**src/hw/rtl/cau_pkg.sv**
```systemverilog
// ----------------------------------------------------------------------------
// cau_pkg
// Shared types, constants and helpers for the complex arithmetic unit.
// ----------------------------------------------------------------------------
package cau_pkg;

    // Operand format: signed fixed point
    localparam int DATA_WIDTH = 32;
    localparam int FRAC_BITS  = 16;

    // Derived widths
    localparam int PW         = 2 * DATA_WIDTH;     // product width
    localparam int SW         = PW + 1;             // sum of products width
    localparam int NW         = SW + FRAC_BITS;     // scaled dividend width
    localparam int DIV_STAGES = DATA_WIDTH;         // one quotient bit per stage
    localparam int FRONT_STG  = 4;
    localparam int NUM_STG    = FRONT_STG + DIV_STAGES + 1;

    // Operation codes
    localparam logic [1:0] OP_ADD = 2'd0;
    localparam logic [1:0] OP_SUB = 2'd1;
    localparam logic [1:0] OP_MUL = 2'd2;
    localparam logic [1:0] OP_DIV = 2'd3;

    // Status codes
    localparam logic [1:0] STAT_OK   = 2'd0;
    localparam logic [1:0] STAT_SAT  = 2'd1;
    localparam logic [1:0] STAT_DIV0 = 2'd2;

    typedef logic signed [DATA_WIDTH-1:0] data_t;

    localparam data_t DATA_MAX = data_t'({1'b0, {(DATA_WIDTH-1){1'b1}}});
    localparam data_t DATA_MIN = data_t'({1'b1, {(DATA_WIDTH-1){1'b0}}});

    // Payload that travels down the pipeline
    typedef struct packed {
        logic [1:0]            op;
        logic                  div0;
        data_t                 res_re;
        data_t                 res_im;
        logic                  sat;
        logic                  neg_re;
        logic                  neg_im;
        logic                  ovf_re;
        logic                  ovf_im;
        logic [PW-1:0]         den;
        logic [PW-1:0]         rem_re;
        logic [PW-1:0]         rem_im;
        logic [DATA_WIDTH-1:0] lq_re;
        logic [DATA_WIDTH-1:0] lq_im;
    } pipe_t;

    // Clamp a magnitude with sign to the data range: returns {sat, value}
    function automatic logic [DATA_WIDTH:0] sat_mag(input logic [SW-1:0] mag,
                                                    input logic neg);
        logic [SW-1:0]         lim;
        logic                  sat;
        logic [DATA_WIDTH-1:0] m;
        logic [DATA_WIDTH-1:0] v;
        lim = SW'(1) << (DATA_WIDTH - 1);
        if (!neg) begin
            lim = lim - SW'(1);
        end
        sat = (mag > lim);
        m   = sat ? lim[DATA_WIDTH-1:0] : mag[DATA_WIDTH-1:0];
        v   = neg ? (~m + DATA_WIDTH'(1)) : m;
        return {sat, v};
    endfunction

endpackage

```
**src/hw/rtl/cau_div_step.sv**
```systemverilog
// ----------------------------------------------------------------------------
// cau_div_step
// One restoring division stage: one quotient bit for each component.
// ----------------------------------------------------------------------------
module cau_div_step (
    input  logic           aclk,
    input  logic           en,
    input  cau_pkg::pipe_t d_in,
    output cau_pkg::pipe_t d_out
);

    localparam int W  = cau_pkg::DATA_WIDTH;
    localparam int PW = cau_pkg::PW;

    cau_pkg::pipe_t d_reg, d_next;
    logic [PW:0]    t_re, t_im;
    logic [PW+1:0]  diff_re, diff_im;
    logic           ge_re, ge_im;

    // Shift in the next dividend bit, trial subtract the divisor
    always_comb begin
        t_re    = {d_in.rem_re, d_in.lq_re[W-1]};
        t_im    = {d_in.rem_im, d_in.lq_im[W-1]};
        diff_re = {1'b0, t_re} - {2'b00, d_in.den};
        diff_im = {1'b0, t_im} - {2'b00, d_in.den};
        ge_re   = ~diff_re[PW+1];
        ge_im   = ~diff_im[PW+1];

        d_next        = d_in;
        d_next.rem_re = ge_re ? diff_re[PW-1:0] : t_re[PW-1:0];
        d_next.rem_im = ge_im ? diff_im[PW-1:0] : t_im[PW-1:0];
        d_next.lq_re  = {d_in.lq_re[W-2:0], ge_re};
        d_next.lq_im  = {d_in.lq_im[W-2:0], ge_im};
    end

    always_ff @(posedge aclk) begin
        if (en) begin
            d_reg <= d_next;
        end
    end

    assign d_out = d_reg;

endmodule

```
**config.mk**
```make
export PLATFORM = sky130hd
export DESIGN_NAME = cau_div_step
export DESIGN_NICKNAME = d
export VERILOG_FILES = /design/src/hw/rtl/cau_pkg.sv /design/src/hw/rtl/cau_div_step.sv
export SDC_FILE = /design/constraint.sdc
export NUM_CORES = 1
export LEC_CHECK = 0
export BUFFER_PORTS_ARGS = -buffer_cell sky130_fd_sc_hd__buf_2
export CELL_PAD_IN_SITES_DETAIL_PLACEMENT = 1
export CELL_PAD_IN_SITES_GLOBAL_PLACEMENT = 2
export CORE_AREA = 2 2 258 260
export CTS_BUF_LIST = sky130_fd_sc_hd__clkbuf_16
export CTS_CLUSTER_SIZE = 16
export DETAILED_ROUTE_END_ITERATION = 10
export DIE_AREA = 0 0 260 262
export PLACE_DENSITY_LB_ADDON = 0.1
export SETUP_SLACK_MARGIN = 0.05
export SKIP_CTS_REPAIR_TIMING = 1
export SYNTH_ARGS = -nofsm -noshare
export SYNTH_HDL_FRONTEND = slang
export SYNTH_SLANG_ARGS = --single-unit
```
**constraint.sdc**
```tcl
create_clock -name aclk -period 6.5 [get_ports aclk]
set_input_delay 1.3 -clock aclk [delete_from_list [all_inputs] [get_ports aclk]]
set_output_delay 1.3 -clock aclk [all_outputs]
set_load 0.1 [all_outputs]
```
# Word-level counts from Yosys, hierarchy flattened
# Index checks and enable logic that the tools add are counted.
# Widths: inputs -> output; s select.
[totals] out_inout_bits=328 in_bits=330 ramBits=0 n_memories=0 latch_bits=0 regBits=328 romBits=0 wordCells=20
[op_classes] magnitude_cmp=0 eq_ne=0 mul=0 div=0 n_addsub=2 reduce_logical=0 n_bitwise=2 n_shift=0 muxes=2
[op_table] op="$sub 65x64->66" n=2
[op_table] op="$mux 64" n=2
[op_table] op="$not 1->1" n=2

# Logic depth before layout (Yosys ltp)
[logic_depth] word_depth=2 depth_mapped=15

# Least setup slack after synthesis
# Ideal clock, no wire load.
[synth_timing] kind="input -> register" startpoint="input d_in[31] in the netlist's numbering" endpoint="register d_reg, in the netlist d_out[124], data pin" path_stages=14 setup_time_ps=256 slack_ps=2080 t_arrival_ps=4163 t_required_ps=6244 cell_sequence="inv_1 > ha_1 > inv_1 > fa_1 > a211oi_1 > o21ai_2 > a221oi_4 > o41ai_2 > a21bo_1 > a221o_2 > a21oi_4 > o21ai_2 > a211o_1 > a22o_1"
[synth_lines] item="from (decl)" line="cau_div_step.sv:8" rtl="input cau_pkg::pipe_t d_in,"
[synth_lines] item="to (signal assigned)" line="cau_div_step.sv:38" rtl="d_reg <= d_next;"
[synth_lines] item="to (decl)" line="cau_div_step.sv:15" rtl="cau_pkg::pipe_t d_reg, d_next;"

==> reports/results.tsv <==
metric	value	unit
yosys-top-cells-area	edfxtp_1 (52%), ha_1 (8.4%), a21oi_1 (5.2%), xnor2_1 (3.4%), o21ai_0 (3.2%)	
synthArstFlopShare	0	%
core-area	65300	sq um
switchingPower	3.63	mW
setup_viol	0	
dpl.hpwl	67600	um
p_leak	10.6	nW
status	completed	
cts-root-buf	clkbuf_16	
wl_per_cell	24.9	um
overflow	0	
period_minus_slack	4.82	ns
yosysTopAreaCell	edfxtp_1	
power.internal	4.72	mW
n_fill_cell	7514	
grt_usage	23.2	%
synth_top_area_share	51.8	%
clock-sinks	328	
synth.most_common_cell	edfxtp_1	
pwr-share-comb	38.5	%
grt_max_degree	159	
routabilityCongestion	0.866	
final.period_utilization	74.2	%
num-nets-final	2863	
p_seq_share	32.3	%
crit_arrival	5.15	ns
synth.distinct_cells	71	
synthCells	1775	
drv_slew	0	
place_inst	3225	
syn_nets	2235	
power_density	340	nW/um^2
first_global_vias	16800	
cp-end-kind	flop	
hp-start	d_in[270]	
drt-pass1-iter-count	5	
place_area	23200	sq um
first_iter_violations	1197	
synth_warnings	0	
switching_share	43.5	%
grt_pass1_wl	117000	um
netlist_top_cells_count	edfxtp_1 (328), a21oi_1 (197), nand2_1 (158)	
vdd_drop_max	200	uV
core.rowCount	94	
synth-edff-count	328	
port_buffers	657	
wirelength	82200	um
start_util	29.1	%
via_per_inst	5.02	
critPathRequiredTime	6.83	ns
cts_buffers	40	
worst_slew_pin_slew	1.03	ns
worstSetupPathType	input port to flop	
ant_nets	0	
fmax	207	MHz
route.detailed.drc	0	
antenna_found_initial	15	
syn_area	19000	sq um
rsz0062_at_grt	no	
post-route-util	37.6	%
ios	658	
clk_pin_slew	0.06	ns
timing.setup.tns	0	ns
cts.path.max_buffers	3	
h-tree-depth	2	
drive_gt1_share	30.9	%
relSlewSlack	30.3	%
area_delta_synth_final	29.1	%
hold_class	input port to flop	
synth-main-ff-cell	edfxtp_1	
fp.dieArea	68100	sq um
hold_viol	0	
yosysSeqAreaShare	51.8	%
synth-seq-cells	328	
syn_avg_cell_area	10.7	sq um
crit_fanout	48	
design_area	24500	sq um
via_count	16600	
largest_register_ffs	328	
die_w	260	um
fin_cells	3299	
fp.dieH	262	um
pre_cts_ws	1.10	ns
worst_setup_path_start_kind	input port	
cts_tree	yes	
setup_ws	1.68	ns
worstSetupStartpoint	d_in[193]	
p_clk_share	29.2	%
max_cap_viol_count	0	
[placed cells by master (no fill, tap or decap), types with 5 or more instances in the layout]
| cell | instances |
|---|---|
| buf_2 | 656 |
| edfxtp_1 | 328 |
| a21oi_1 | 197 |
| nand2_1 | 158 |
| ha_1 | 128 |
| nor2_1 | 125 |
| o21ai_0 | 121 |
| inv_1 | 110 |
| xnor2_1 | 73 |
| a21o_1 | 62 |
| xor2_1 | 46 |
| nand4_1 | 45 |
| clkbuf_16 | 40 |
| o21bai_1 | 34 |
| nand3_1 | 22 |
| nor3_1 | 17 |
| a31oi_1 | 17 |
| and3_1 | 16 |
| nor2b_1 | 14 |
| nand2b_1 | 13 |
| a211oi_1 | 11 |
| o211ai_1 | 10 |
| o21a_1 | 10 |
| o31ai_1 | 10 |
| mux2_1 | 9 |
| bufinv_16 | 9 |
| or3_1 | 8 |
| o21ai_1 | 8 |
| a221oi_1 | 8 |
| clkinv_1 | 7 |
| nor4_1 | 6 |
| and4_1 | 6 |
| buf_4 | 6 |
| or2_2 | 5 |
| a211o_1 | 5 |
| a21boi_0 | 5 |
[layout make-up]
type,instances,area (sq um),area share (%)
clock inverter,31,383,1.56
timing repair buffer,666,3400,13.9
antenna,3,7.51,0.0306
sequential,328,9850,40.1
clock buffer,40,1000,4.08
multi-input combinational,1264,8430,34.4
inverter,103,387,1.58
tap,864,1080,4.40
[final timing paths]
path / end / depth (start not counted)
setup / recovery: d_out[65] / 13
hold / removal: d_out[270] / 1
[power by group through the flow]
| stage | combinational (mW) | clock (mW) | sequential, mW |
|---|---|---|---|
| finish | 3.22 | 2.44 | 2.70 |
| detailed placement | 3.23 | 0 | 2.74 |
| global placement | 3.22 | 0 | 2.74 |
| global route | 3.38 | 2.57 | 2.72 |
| CTS | 3.24 | 2.50 | 2.70 |
| floorplan | 0.788 | 0 | 4.41 |
[per-layer routing]
layer / share of wire, % / GRT usage [%] / vias to the layer above
met5: 0.067 / 0 / -
met4: 2.1 / 5.38 / 8
met3: 5.3 / 4.38 / 96
met2: 50 / 41.3 / 454
met1: 42 / 29.1 / 8126
li1: - / - / 7870
[critical path: stages]
cell       delay, ns
buf_2           0.11
inv_1           0.19
ha_1            0.27
nor2b_1         0.14
o2111ai_1       0.31
a21oi_1         0.19
o211ai_1        0.51
o211ai_2        0.36
nand3_1         0.18
nand2_1         0.12
a2111oi_4       0.49
buf_4           0.54
mux2_2          0.40
[kinds of logic (layout without fill, tap and decap cells)]
| family | count (synthesis) | after routing | share of synthesized area (%) |
|---|---|---|---|
| buffers and inverters | 183 | 840 | 3.84 |
| XOR/XNOR | 119 | 119 | 5.48 |
| multiplexers | 15 | 15 | 0.876 |
| AO/OA/AOI/OAI | 553 | 553 | 18.5 |
| flip-flops | 328 | 328 | 51.8 |
| AND/OR/NAND/NOR | 447 | 447 | 10.9 |
| other | 0 | 3 | 0 |
| adder cells (fa/ha/maj) | 130 | 130 | 8.64 |
[metrics by stage]
| step | power [mW] | hold slack [ns] |
|---|---|---|
| after detailed placement | 5.97 | 1.48 |
| after floorplan | 5.20 | 1.40 |
| after CTS | 8.44 | 0.864 |
| final | 8.35 | 0.894 |
| after global routing | 8.67 | 0.871 |
| after global placement | 5.96 | 1.48 |
Note: power is estimated with default switching activity, not from simulation.
